**src/itr_pkg.sv**
```systemverilog
// Shared types, constants and symbol tables for the integer to Roman numeral converter.
package itr_pkg;

    localparam logic [11:0] MaxValue = 12'd3999;
    localparam int          Places   = 4;

    localparam logic [7:0] SymI = 8'h49;
    localparam logic [7:0] SymV = 8'h56;
    localparam logic [7:0] SymX = 8'h58;
    localparam logic [7:0] SymL = 8'h4C;
    localparam logic [7:0] SymC = 8'h43;
    localparam logic [7:0] SymD = 8'h44;
    localparam logic [7:0] SymM = 8'h4D;
    localparam logic [7:0] SymNone = 8'h00;

    localparam logic [1:0] IdxOnes = 2'd0;
    localparam logic [1:0] IdxFive = 2'd1;
    localparam logic [1:0] IdxTen  = 2'd2;

    localparam logic [13:0] Thresh [Places][10] = '{
        '{14'd0, 14'd1, 14'd2, 14'd3, 14'd4, 14'd5, 14'd6, 14'd7, 14'd8, 14'd9},
        '{14'd0, 14'd10, 14'd20, 14'd30, 14'd40, 14'd50, 14'd60, 14'd70, 14'd80, 14'd90},
        '{14'd0, 14'd100, 14'd200, 14'd300, 14'd400, 14'd500, 14'd600, 14'd700, 14'd800,
          14'd900},
        '{14'd0, 14'd1000, 14'd2000, 14'd3000, 14'd4000, 14'd5000, 14'd6000, 14'd7000,
          14'd8000, 14'd9000}
    };

    typedef struct packed {
        logic            err;
        logic [3:0][3:0] digits;
    } itr_entry_t;

    typedef enum logic [1:0] {
        FR_IDLE,
        FR_CONV,
        FR_PUSH
    } itr_front_state_t;

    typedef enum logic {
        BK_IDLE,
        BK_RUN
    } itr_back_state_t;

    function automatic logic [2:0] digit_len(logic [3:0] d);
        logic [2:0] n;
        begin
            case (d)
                4'd1:    n = 3'd1;
                4'd2:    n = 3'd2;
                4'd3:    n = 3'd3;
                4'd4:    n = 3'd2;
                4'd5:    n = 3'd1;
                4'd6:    n = 3'd2;
                4'd7:    n = 3'd3;
                4'd8:    n = 3'd4;
                4'd9:    n = 3'd2;
                default: n = 3'd0;
            endcase
            return n;
        end
    endfunction

    function automatic logic [1:0] digit_pat(logic [3:0] d, logic [1:0] k);
        logic [1:0] idx;
        begin
            case (d)
                4'd4:                   idx = (k == 2'd1) ? IdxFive : IdxOnes;
                4'd5, 4'd6, 4'd7, 4'd8: idx = (k == 2'd0) ? IdxFive : IdxOnes;
                4'd9:                   idx = (k == 2'd1) ? IdxTen : IdxOnes;
                default:                idx = IdxOnes;
            endcase
            return idx;
        end
    endfunction

    function automatic logic [7:0] place_sym(logic [1:0] place, logic [1:0] idx);
        logic [7:0] s;
        begin
            case (place)
                2'd0:    s = (idx == IdxOnes) ? SymI : (idx == IdxFive) ? SymV : SymX;
                2'd1:    s = (idx == IdxOnes) ? SymX : (idx == IdxFive) ? SymL : SymC;
                2'd2:    s = (idx == IdxOnes) ? SymC : (idx == IdxFive) ? SymD : SymM;
                default: s = SymM;
            endcase
            return s;
        end
    endfunction

endpackage

```
**src/itr_front.sv**
```systemverilog
// Input side: range check and decimal digit extraction, one place per cycle.
module itr_front (
    input  logic                clk,
    input  logic                rst_n,
    input  logic                in_valid,
    output logic                in_ready,
    input  logic [11:0]         in_value,
    output logic                push,
    output itr_pkg::itr_entry_t push_data,
    input  logic                full
);

    itr_pkg::itr_front_state_t state_reg, state_next;
    logic [11:0]               rem_reg, rem_next;
    logic [1:0]                place_reg, place_next;
    logic                      err_reg, err_next;
    logic [3:0][3:0]           digits_reg, digits_next;
    logic [3:0]                digit;

    always_comb
    begin
        digit = 4'd0;
        for (int k = 1; k < 10; k++)
        begin
            if ({2'b00, rem_reg} >= itr_pkg::Thresh[place_reg][k])
            begin
                digit = 4'(k);
            end
        end
    end

    always_comb
    begin
        state_next  = state_reg;
        rem_next    = rem_reg;
        place_next  = place_reg;
        err_next    = err_reg;
        digits_next = digits_reg;
        in_ready    = 1'b0;
        push        = 1'b0;
        case (state_reg)
            itr_pkg::FR_IDLE:
            begin
                in_ready = 1'b1;
                if (in_valid)
                begin
                    rem_next    = in_value;
                    place_next  = 2'd3;
                    digits_next = '0;
                    err_next    = (in_value == 12'd0) || (in_value > itr_pkg::MaxValue);
                    state_next  = err_next ? itr_pkg::FR_PUSH : itr_pkg::FR_CONV;
                end
            end
            itr_pkg::FR_CONV:
            begin
                digits_next[place_reg] = digit;
                rem_next = 12'({2'b00, rem_reg} - itr_pkg::Thresh[place_reg][digit]);
                if (place_reg == 2'd0)
                begin
                    state_next = itr_pkg::FR_PUSH;
                end
                else
                begin
                    place_next = place_reg - 2'd1;
                end
            end
            itr_pkg::FR_PUSH:
            begin
                if (!full)
                begin
                    push       = 1'b1;
                    state_next = itr_pkg::FR_IDLE;
                end
            end
            default:
            begin
                state_next = itr_pkg::FR_IDLE;
            end
        endcase
    end

    always_ff @(posedge clk or negedge rst_n)
    begin
        if (!rst_n)
        begin
            state_reg <= itr_pkg::FR_IDLE;
        end
        else
        begin
            state_reg <= state_next;
        end
    end

    always_ff @(posedge clk)
    begin
        rem_reg    <= rem_next;
        place_reg  <= place_next;
        err_reg    <= err_next;
        digits_reg <= digits_next;
    end

    assign push_data.err    = err_reg;
    assign push_data.digits = digits_reg;

endmodule

```
**src/itr_fifo.sv**
```systemverilog
// Short queue of converted entries between the front and back sides.
module itr_fifo #(
    parameter int DEPTH = 2
) (
    input  logic                clk,
    input  logic                rst_n,
    input  logic                push,
    input  itr_pkg::itr_entry_t push_data,
    output logic                full,
    input  logic                pop,
    output itr_pkg::itr_entry_t pop_data,
    output logic                empty
);

    localparam int AW = $clog2(DEPTH);
    localparam int CW = $clog2(DEPTH + 1);

    itr_pkg::itr_entry_t mem [DEPTH];
    logic [AW-1:0]       wr_ptr_reg, wr_ptr_next;
    logic [AW-1:0]       rd_ptr_reg, rd_ptr_next;
    logic [CW-1:0]       count_reg, count_next;

    assign full     = (count_reg == CW'(DEPTH));
    assign empty    = (count_reg == '0);
    assign pop_data = mem[rd_ptr_reg];

    always_comb
    begin
        wr_ptr_next = wr_ptr_reg;
        rd_ptr_next = rd_ptr_reg;
        count_next  = count_reg;
        if (push)
        begin
            wr_ptr_next = (wr_ptr_reg == AW'(DEPTH - 1)) ? '0 : wr_ptr_reg + AW'(1);
        end
        if (pop)
        begin
            rd_ptr_next = (rd_ptr_reg == AW'(DEPTH - 1)) ? '0 : rd_ptr_reg + AW'(1);
        end
        if (push && !pop)
        begin
            count_next = count_reg + CW'(1);
        end
        else if (pop && !push)
        begin
            count_next = count_reg - CW'(1);
        end
    end

    always_ff @(posedge clk or negedge rst_n)
    begin
        if (!rst_n)
        begin
            wr_ptr_reg <= '0;
            rd_ptr_reg <= '0;
            count_reg  <= '0;
        end
        else
        begin
            wr_ptr_reg <= wr_ptr_next;
            rd_ptr_reg <= rd_ptr_next;
            count_reg  <= count_next;
        end
    end

    always_ff @(posedge clk)
    begin
        if (push)
        begin
            mem[wr_ptr_reg] <= push_data;
        end
    end

endmodule

```
**src/itr_back.sv**
```systemverilog
// Output side: walk the digits of one entry and send one numeral character per transfer.
module itr_back (
    input  logic                clk,
    input  logic                rst_n,
    input  itr_pkg::itr_entry_t pop_data,
    input  logic                empty,
    output logic                pop,
    output logic                out_valid,
    input  logic                out_ready,
    output logic [7:0]          out_symbol,
    output logic                out_last,
    output logic                out_error
);

    itr_pkg::itr_back_state_t state_reg, state_next;
    itr_pkg::itr_entry_t      ent_reg, ent_next;
    logic [1:0]               place_reg, place_next;
    logic [1:0]               k_reg, k_next;
    logic                     out_valid_reg, out_valid_next;
    logic [7:0]               out_symbol_reg, out_symbol_next;
    logic                     out_last_reg, out_last_next;
    logic                     out_error_reg, out_error_next;
    logic                     load_ok;
    logic [3:0]               d;
    logic [2:0]               len;
    logic                     lower_nz;
    logic                     final_k;

    assign load_ok = !out_valid_reg || out_ready;
    assign d       = ent_reg.digits[place_reg];
    assign len     = itr_pkg::digit_len(d);
    assign final_k = ({1'b0, k_reg} == len - 3'd1);

    always_comb
    begin
        lower_nz = 1'b0;
        for (int i = 0; i < itr_pkg::Places; i++)
        begin
            if ((2'(i) < place_reg) && (ent_reg.digits[i] != 4'd0))
            begin
                lower_nz = 1'b1;
            end
        end
    end

    always_comb
    begin
        state_next      = state_reg;
        ent_next        = ent_reg;
        place_next      = place_reg;
        k_next          = k_reg;
        out_symbol_next = out_symbol_reg;
        out_last_next   = out_last_reg;
        out_error_next  = out_error_reg;
        out_valid_next  = out_valid_reg && !out_ready;
        pop             = 1'b0;
        case (state_reg)
            itr_pkg::BK_IDLE:
            begin
                if (!empty)
                begin
                    pop        = 1'b1;
                    ent_next   = pop_data;
                    place_next = 2'd3;
                    k_next     = 2'd0;
                    state_next = itr_pkg::BK_RUN;
                end
            end
            itr_pkg::BK_RUN:
            begin
                if (ent_reg.err)
                begin
                    if (load_ok)
                    begin
                        out_valid_next  = 1'b1;
                        out_symbol_next = itr_pkg::SymNone;
                        out_last_next   = 1'b1;
                        out_error_next  = 1'b1;
                        state_next      = itr_pkg::BK_IDLE;
                    end
                end
                else if (len == 3'd0)
                begin
                    k_next = 2'd0;
                    if (place_reg == 2'd0)
                    begin
                        state_next = itr_pkg::BK_IDLE;
                    end
                    else
                    begin
                        place_next = place_reg - 2'd1;
                    end
                end
                else if (load_ok)
                begin
                    out_valid_next  = 1'b1;
                    out_symbol_next = itr_pkg::place_sym(place_reg,
                                                         itr_pkg::digit_pat(d, k_reg));
                    out_last_next   = final_k && !lower_nz;
                    out_error_next  = 1'b0;
                    if (final_k)
                    begin
                        k_next = 2'd0;
                        if (!lower_nz || (place_reg == 2'd0))
                        begin
                            state_next = itr_pkg::BK_IDLE;
                        end
                        else
                        begin
                            place_next = place_reg - 2'd1;
                        end
                    end
                    else
                    begin
                        k_next = k_reg + 2'd1;
                    end
                end
            end
            default:
            begin
                state_next = itr_pkg::BK_IDLE;
            end
        endcase
    end

    always_ff @(posedge clk or negedge rst_n)
    begin
        if (!rst_n)
        begin
            state_reg     <= itr_pkg::BK_IDLE;
            out_valid_reg <= 1'b0;
        end
        else
        begin
            state_reg     <= state_next;
            out_valid_reg <= out_valid_next;
        end
    end

    always_ff @(posedge clk)
    begin
        ent_reg        <= ent_next;
        place_reg      <= place_next;
        k_reg          <= k_next;
        out_symbol_reg <= out_symbol_next;
        out_last_reg   <= out_last_next;
        out_error_reg  <= out_error_next;
    end

    assign out_valid  = out_valid_reg;
    assign out_symbol = out_symbol_reg;
    assign out_last   = out_last_reg;
    assign out_error  = out_error_reg;

    a_err_single: assert property (@(posedge clk) disable iff (!rst_n)
        out_valid_reg && out_error_reg |-> out_last_reg && (out_symbol_reg == itr_pkg::SymNone))
        else $error("error transfer is not a single zero symbol");

    a_sym_nonzero: assert property (@(posedge clk) disable iff (!rst_n)
        out_valid_reg && !out_error_reg |-> out_symbol_reg != itr_pkg::SymNone)
        else $error("numeral transfer carries no symbol");

    a_thousands: assert property (@(posedge clk) disable iff (!rst_n)
        (state_reg == itr_pkg::BK_RUN) && !ent_reg.err |-> ent_reg.digits[3] <= 4'd3)
        else $error("thousands digit out of range");

    a_nonzero_entry: assert property (@(posedge clk) disable iff (!rst_n)
        (state_reg == itr_pkg::BK_RUN) && !ent_reg.err |-> ent_reg.digits != '0)
        else $error("valid entry has no nonzero digit");

    a_pop_idle: assert property (@(posedge clk) disable iff (!rst_n)
        pop |-> (state_reg == itr_pkg::BK_IDLE) && !empty)
        else $error("entry taken while busy or queue empty");

endmodule

```
**src/integer_to_roman_numeral.sv**
```systemverilog
// Top level of the integer to Roman numeral converter.
//
// Slave channel (s_axis): one transfer per integer, value in tdata[11:0].
// Master channel (m_axis): one transfer per numeral character, most significant
// first; tdata is the ASCII code, tlast marks the final character, tuser flags
// a value outside 1 to 3999 (then a single transfer with tdata 0 and tlast 1).
// The front side takes one integer at a time: an accept step, the four digits
// from a compare-and-subtract stage, one place per step, and a queue write; an
// out-of-range value skips the digit steps. The back side fetches an entry, then
// takes one step per character and one per zero digit above the lowest nonzero
// one, and a character step waits while the output stalls; 3888 gives the
// longest numeral. The slower of the two sides sets the sustained rate.
// The queue holds FIFO_DEPTH converted entries so the front side
// keeps accepting while the receiver stalls; when it fills, s_axis_tready drops.
// A stalled output transfer holds its data. Reset clears the state machines,
// queue pointers and count and output valid, and leaves no transfer pending.
module integer_to_roman_numeral #(
    parameter int FIFO_DEPTH = 2
) (
    input  logic        clk,
    input  logic        rst_n,
    input  logic        s_axis_tvalid,
    output logic        s_axis_tready,
    input  logic [15:0] s_axis_tdata,   // [11:0] value, [15:12] zero
    output logic        m_axis_tvalid,
    input  logic        m_axis_tready,
    output logic [7:0]  m_axis_tdata,   // [7:0] symbol
    output logic        m_axis_tlast,
    output logic        m_axis_tuser    // [0] error
);

    itr_pkg::itr_entry_t push_data;
    itr_pkg::itr_entry_t pop_data;
    logic                push;
    logic                pop;
    logic                full;
    logic                empty;

    itr_front u_front (
        .clk       (clk),
        .rst_n     (rst_n),
        .in_valid  (s_axis_tvalid),
        .in_ready  (s_axis_tready),
        .in_value  (s_axis_tdata[11:0]),
        .push      (push),
        .push_data (push_data),
        .full      (full)
    );

    itr_fifo #(
        .DEPTH (FIFO_DEPTH)
    ) u_fifo (
        .clk       (clk),
        .rst_n     (rst_n),
        .push      (push),
        .push_data (push_data),
        .full      (full),
        .pop       (pop),
        .pop_data  (pop_data),
        .empty     (empty)
    );

    itr_back u_back (
        .clk        (clk),
        .rst_n      (rst_n),
        .pop_data   (pop_data),
        .empty      (empty),
        .pop        (pop),
        .out_valid  (m_axis_tvalid),
        .out_ready  (m_axis_tready),
        .out_symbol (m_axis_tdata),
        .out_last   (m_axis_tlast),
        .out_error  (m_axis_tuser)
    );

endmodule

```
**config.mk**
```make
export PLATFORM = sky130hd
export DESIGN_NAME = integer_to_roman_numeral
export DESIGN_NICKNAME = d
export VERILOG_FILES = /design/src/itr_pkg.sv /design/src/itr_front.sv /design/src/itr_fifo.sv /design/src/itr_back.sv /design/src/integer_to_roman_numeral.sv
export SDC_FILE = /design/constraint.sdc
export NUM_CORES = 1
export LEC_CHECK = 0
export BUFFER_PORTS_ARGS = -buffer_cell sky130_fd_sc_hd__clkbuf_2
export CAP_MARGIN = 40
export CORE_ASPECT_RATIO = 0.8
export CORE_MARGIN = 5
export CORE_UTILIZATION = 30
export CTS_CLUSTER_SIZE = 10
export DETAILED_ROUTE_END_ITERATION = 7
export PLACE_DENSITY = 0.55
export SYNTH_ARGS = -nofsm -noshare
export SYNTH_HDL_FRONTEND = slang
export SYNTH_SLANG_ARGS = --single-unit
```
**constraint.sdc**
```tcl
create_clock -name clk -period 18 [get_ports clk]
set_input_delay 4.5 -clock clk [delete_from_list [all_inputs] [get_ports clk]]
set_output_delay 4.5 -clock clk [all_outputs]
set_load 0.1 [all_outputs]
```
==> flow_summary.yaml, run 1 <==
routing:
  vias: 4953
  drt_wl_total_mm: 16.2
  wl_per_cell_um: 16.8
  postRouteAntennaNets: 0
  firstDrtPassIters: 5
  drcViolationCount: 0
  via_per_inst: 5.12
  drt_iter0_markers: 370
setup_path:
  critPathLaunchType: "register"
  crit_fanout: 18
  startpoint: "u_front.place_reg[1]"
  worstSetupEndpointType: "register"
  critPathArrivalTime_ns: 7.22
  worstReg2RegStart: "u_front.place_reg[1]"
  crit_type: "reg2reg"
  worst_ep_required_time_ns: 18.10
timing:
  final.min_clock_period_ns: 7.13
  finalCritPeriodShare_pct: 39.6
  holdWs_ns: 0.448
  fmax_mhz: 140
  rsz0062_at_grt: "no"
  drv_slew: 0
  maxSlewHeadroom_pct: 41.5
  finClkSkew_ns: 0.0127
  hold_viol_final: 0
  worst_pin_slew_ns: 0.872
  fin_tns_setup_ns: 0
  setup_viol: 0
yosys:
  yosysWarnings: 0
  synth_area_um2: 6850
  ys.flop_type: "edfxtp_1"
  ys_async_sr_fraction_pct: 7.84
  syn_avg_cell_area_um2: 10.8
  synth.distinct_cells: 79
  ys_seq_elements: 102
  synth-edff-count: 94
  syn_inst: 632
  seq_area_frac_synth_pct: 44.1
global_routing:
  grt_overflow: 0
  grt_max_degree: 40
  track_usage_pct: 12.6
  grt_pass1_vias: 4651
  grt_pass1_wl_mm: 26.3
  antenna_found_initial: 0
status:
  status: "finished, final reports clean"
cells_and_area:
  largest_reg_flops: 34
  layout.nets: 749
  area_growth_syn_to_layout_pct: 11.6
  drive_above_1_share_pct: 13.3
  num_antenna_cells: 0
clocking:
  cts_hold_buf: 0
  cts_tree: "built"
  clock_sinks: 102
  clkTransAtPathRegs_ns: 0.07
  clk_latency_ns: 0.35
  cts_buffers: 9
  htreeDepth: 3
  clk_path_buf_depth: 2
  cts_resized: 0
  cts_root_buffer: "clkbuf_16"
  postCtsSetupBuffers: 0
floorplan:
  die_h_um: 145
  die_w_um: 179
  rows: 49
  ios: 32
  die_area_um2: 26000
  core_area_um2: 22500
  initial_utilization_pct: 30.4
placement:
  gp_congestion: 0.891
  portBuffers: 25
  dp_hpwl_mm: 12.2
min_path:
  holdCritStartpoint: "u_front.err_reg"
  min_path_type: "reg2reg"
job:
  maxCapViolCount: 0
-- per-layer routing --
metal | up-vias | global-route usage (%) | share of wire, %
met3 | 13 | 2.52 | 4.7
li1 | 2470 | - | -
met4 | 0 | 2.53 | 0.85
met5 | - | 0 | 0
met2 | 119 | 15.9 | 38
met1 | 2351 | 21.5 | 56
-- layout by cell type (no fill, tap or decap), types with 6 or more instances in the layout --
master,count
a211oi_1,10
a21o_1,10
a21oi_1,40
a31oi_1,8
and2_1,6
and3_1,6
clkbuf_16,9
clkbuf_2,25
dfrtp_1,8
edfxtp_1,94
ha_1,71
inv_1,35
mux2_2,18
mux2i_1,8
nand2_1,54
nand2b_1,11
nand3_1,13
nor2_1,42
nor2b_1,8
nor3_1,9
nor4_1,7
o21ai_0,40
xor2_1,9
-- cell families (layout without fill, tap and decap cells) --
kind of cell               count (synthesis)  after routing  share of synthesized area [%]
and+or+nand+nor                          180            180                           13.1
AOI/OAI and AO/OA                        179            179                           18.8
DFF                                      102            102                           44.1
adders and majority gates                 72             72                           13.3
buffers and inverters                     54             83                           3.14
muxes                                     30             30                           5.44
xor gates and xnor gates                  14             14                           1.99
other                                      1              2                         0.0548
-- final timing paths --
kind | endpoint | slack (ns) | cells after the start
min in group asynchronous | u_fifo.count_reg[1] | 3.99 | 1
max | u_front.rem_reg[10] | 10.87 | 21
min reg2reg | u_fifo.mem[0][16] | 0.45 | 0
min | u_fifo.mem[0][16] | 0.45 | 0
max in group asynchronous | u_front.state_reg[0] | 13.83 | 1
max reg2reg | u_front.rem_reg[10] | 10.87 | 21
-- cells in the mapped netlist (all sizes together) (9+ instances only) --
cell    number  area [um^2]
nor3         9         45.0
clkbuf      15         56.3
nand3       13         65.1
xor2         9         78.8
nand2       54          203
a211oi      11         87.6
nand2b      11         68.8
mux2        18          203
inv         35          131
nor2        44          170
ha          71          888
edfxtp      94         2820
a21oi       43          234
o21ai       44          220
a31oi       10         83.8
a21o        10         75.1
-- through the flow --
step | setup WS (ns) | instances | util, % | cell area, um^2
6_report | 10.87 | 968 | 34.0 | 7640
5_1_grt | 10.23 | 968 | 34.0 | 7640
4_1_cts | 10.85 | 968 | 34.0 | 7640
3_5_place_dp | 10.89 | 952 | 32.6 | 7340
3_3_place_gp | 10.87 | 949 | 32.5 | 7310
2_1_floorplan | 11.79 | 633 | - | 6850
-- worst max-delay path, cell delays in order, from the launching register on --
cell and delay [ns]:
edfxtp_1 0.66, ha_1 0.75, inv_1 0.54, ha_1 0.57
inv_1 0.12, o2111a_1 0.17, o311a_1 0.16, o41ai_4 0.61
o31ai_2 0.34, a21oi_4 0.43, a21oi_2 0.11, a22o_1 0.28
fa_1 0.43, nor2b_1 0.13, o21ai_0 0.10, a21oi_1 0.34
o21ai_0 0.15, a21boi_0 0.27, o21ai_0 0.15, a21boi_0 0.31
or3_1 0.16, nand3_1 0.07
-- cell type report --
class                   instances  area [um^2]
inverters                      35          131
clock buffers                   9          225
clock inverters                 7         81.3
multi-input cells             477         3610
well taps                     306          383
flip-flops and latches        102         3020
fillers                      2303        14900
repair buffers                 32          186
Power of run 1 is left out: the tool's default activity adds up to more than one toggle a clock period on the data nets, which glitch-free logic cannot reach.
==> run 2: changes to the inputs <==
==> constraint.sdc (replaced) <==
create_clock -name clk -period 7.1 [get_ports clk]
set_input_delay 1.775 -clock clk [delete_from_list [all_inputs] [get_ports clk]]
set_output_delay 1.775 -clock clk [all_outputs]
set_load 0.1 [all_outputs]
==> run 2 against run 1 <==
Against the previous run:
- sequential share of layout area is 0.50 points lower
- critical path depth is the same
- fmax rose by 14%
- highest routed layer unchanged
- final cell count up 1.2%
- core utilization is 0.43 points higher
- first-iteration DRC count rose by 30%
- setup slack lost 10 ns
- critical path type unchanged
==> flow_summary.yaml, run 2 (synthesized netlist as in run 1, its figures left out) <==
status:
  status: "finished, final reports clean"
setup_path:
  worstSetupEndpointType: "register"
  crit_fanout: 11
  worst_ep_required_time_ns: 7.30
  crit_type: "reg2reg"
  critPathLaunchType: "register"
  critPathArrivalTime_ns: 6.48
cells_and_area:
  layout_common_cells: "94 x edfxtp_1, 71 x ha_1, 54 x nand2_1, 42 x nor2_1"
  finalNonFillerCells: 980
  largest_reg_flops: 34
  drive_above_1_share_pct: 15.0
  area_growth_syn_to_layout_pct: 13.0
  final_common_cell: "edfxtp_1"
  layout.nets: 761
  num_antenna_cells: 0
  post-route-util_pct: 34.4
floorplan:
  core_area_um2: 22500
  initial_utilization_pct: 30.4
  die_w_um: 179
  ios: 32
  rows: 49
  die_h_um: 145
  die_area_um2: 26000
job:
  maxCapViolCount: 0
global_routing:
  grt_overflow: 0
  grt_pass1_vias: 4659
  antenna_found_initial: 0
  grt_pass1_wl_mm: 26.1
  track_usage_pct: 12.6
  grt_max_degree: 40
placement:
  dp_hpwl_mm: 12.4
  gp_congestion: 0.849
  portBuffers: 25
  place_inst: 964
timing:
  setup_viol: 0
  maxSlewHeadroom_pct: 44.9
  rsz0062_at_grt: "no"
  worst_pin_slew_ns: 0.827
  drv_slew: 0
  fmax_mhz: 159
  hold_viol_final: 0
  holdWs_ns: 0.476
  final.min_clock_period_ns: 6.27
  fin_tns_setup_ns: 0
  finalCritPeriodShare_pct: 88.4
  finClkSkew_ns: 0.0120
routing:
  drt_wl_total_mm: 16.3
  vias: 4957
  firstDrtPassIters: 4
  postRouteAntennaNets: 0
  drcViolationCount: 0
  via_per_inst: 5.06
  wl_per_cell_um: 16.6
  drt_iter0_markers: 481
clocking:
  clock_sinks: 102
  cts_buffers: 9
  clk_path_buf_depth: 2
  cts_root_buffer: "clkbuf_16"
  clk_latency_ns: 0.35
  clkTransAtPathRegs_ns: 0.08
  htreeDepth: 3
  cts_tree: "built"
  cts_resized: 0
  cts_hold_buf: 0
  postCtsSetupBuffers: 0
min_path:
  min_path_type: "reg2reg"
[run 2: cell type report]
cell class / instances / area, um^2
clock buffers: 10 / 239
clock inverters: 6 / 76.3
fillers: 2287 / 14800
inverters: 35 / 131
multi-input cells: 477 / 3610
flip-flops and latches: 102 / 3020
well taps: 306 / 383
repair buffers: 44 / 275
[run 2: worst paths after layout]
path                                           start                    to  slack [ns]  depth (start not counted)
worst max-delay path            u_front.place_reg[0]   u_front.rem_reg[11]        0.83                         21
worst min-delay path                 u_front.err_reg     u_fifo.mem[0][16]        0.48                          0
worst max register to register  u_front.place_reg[0]   u_front.rem_reg[11]        0.83                         21
worst min register to register       u_front.err_reg     u_fifo.mem[0][16]        0.48                          0
max in group asynchronous                      rst_n  u_front.state_reg[1]        5.65                          1
min in group asynchronous                      rst_n   u_fifo.count_reg[1]        1.27                          1
[run 2: through the flow]
stage,setup slack (ns),cell area [um^2]
detailed placement,0.964,7430
finish,0.825,7740
CTS,0.939,7740
global placement,0.926,7400
global route,0.448,7740
floorplan,1.35,6850
[run 2: per-layer routing]
layer	up-vias	track usage [%]	wire [um]
met5	-	0	0
met4	0	2.07	108
met3	10	3.54	1010
met2	132	16.6	6170
met1	2316	20.3	9010
li1	2499	-	-
[run 2: critical path: stages (launching register included)]
cell       delay, ns
edfxtp_1        0.48
inv_1           0.39
ha_1            0.39
ha_1            0.28
nand2b_1        0.22
a31oi_1         0.22
o21ai_0         0.25
a2111oi_4       0.57
nor2_1          0.16
o221ai_4        0.35
nand2_1         0.28
a221o_1         0.40
o21ai_1         0.08
ha_1            0.27
o21ai_0         0.10
nand2b_1        0.11
a21o_1          0.25
a31o_2          0.28
a41o_1          0.25
o41a_1          0.34
xnor3_1         0.33
o21ai_1         0.12
Power of run 2 is left out for the same reason.
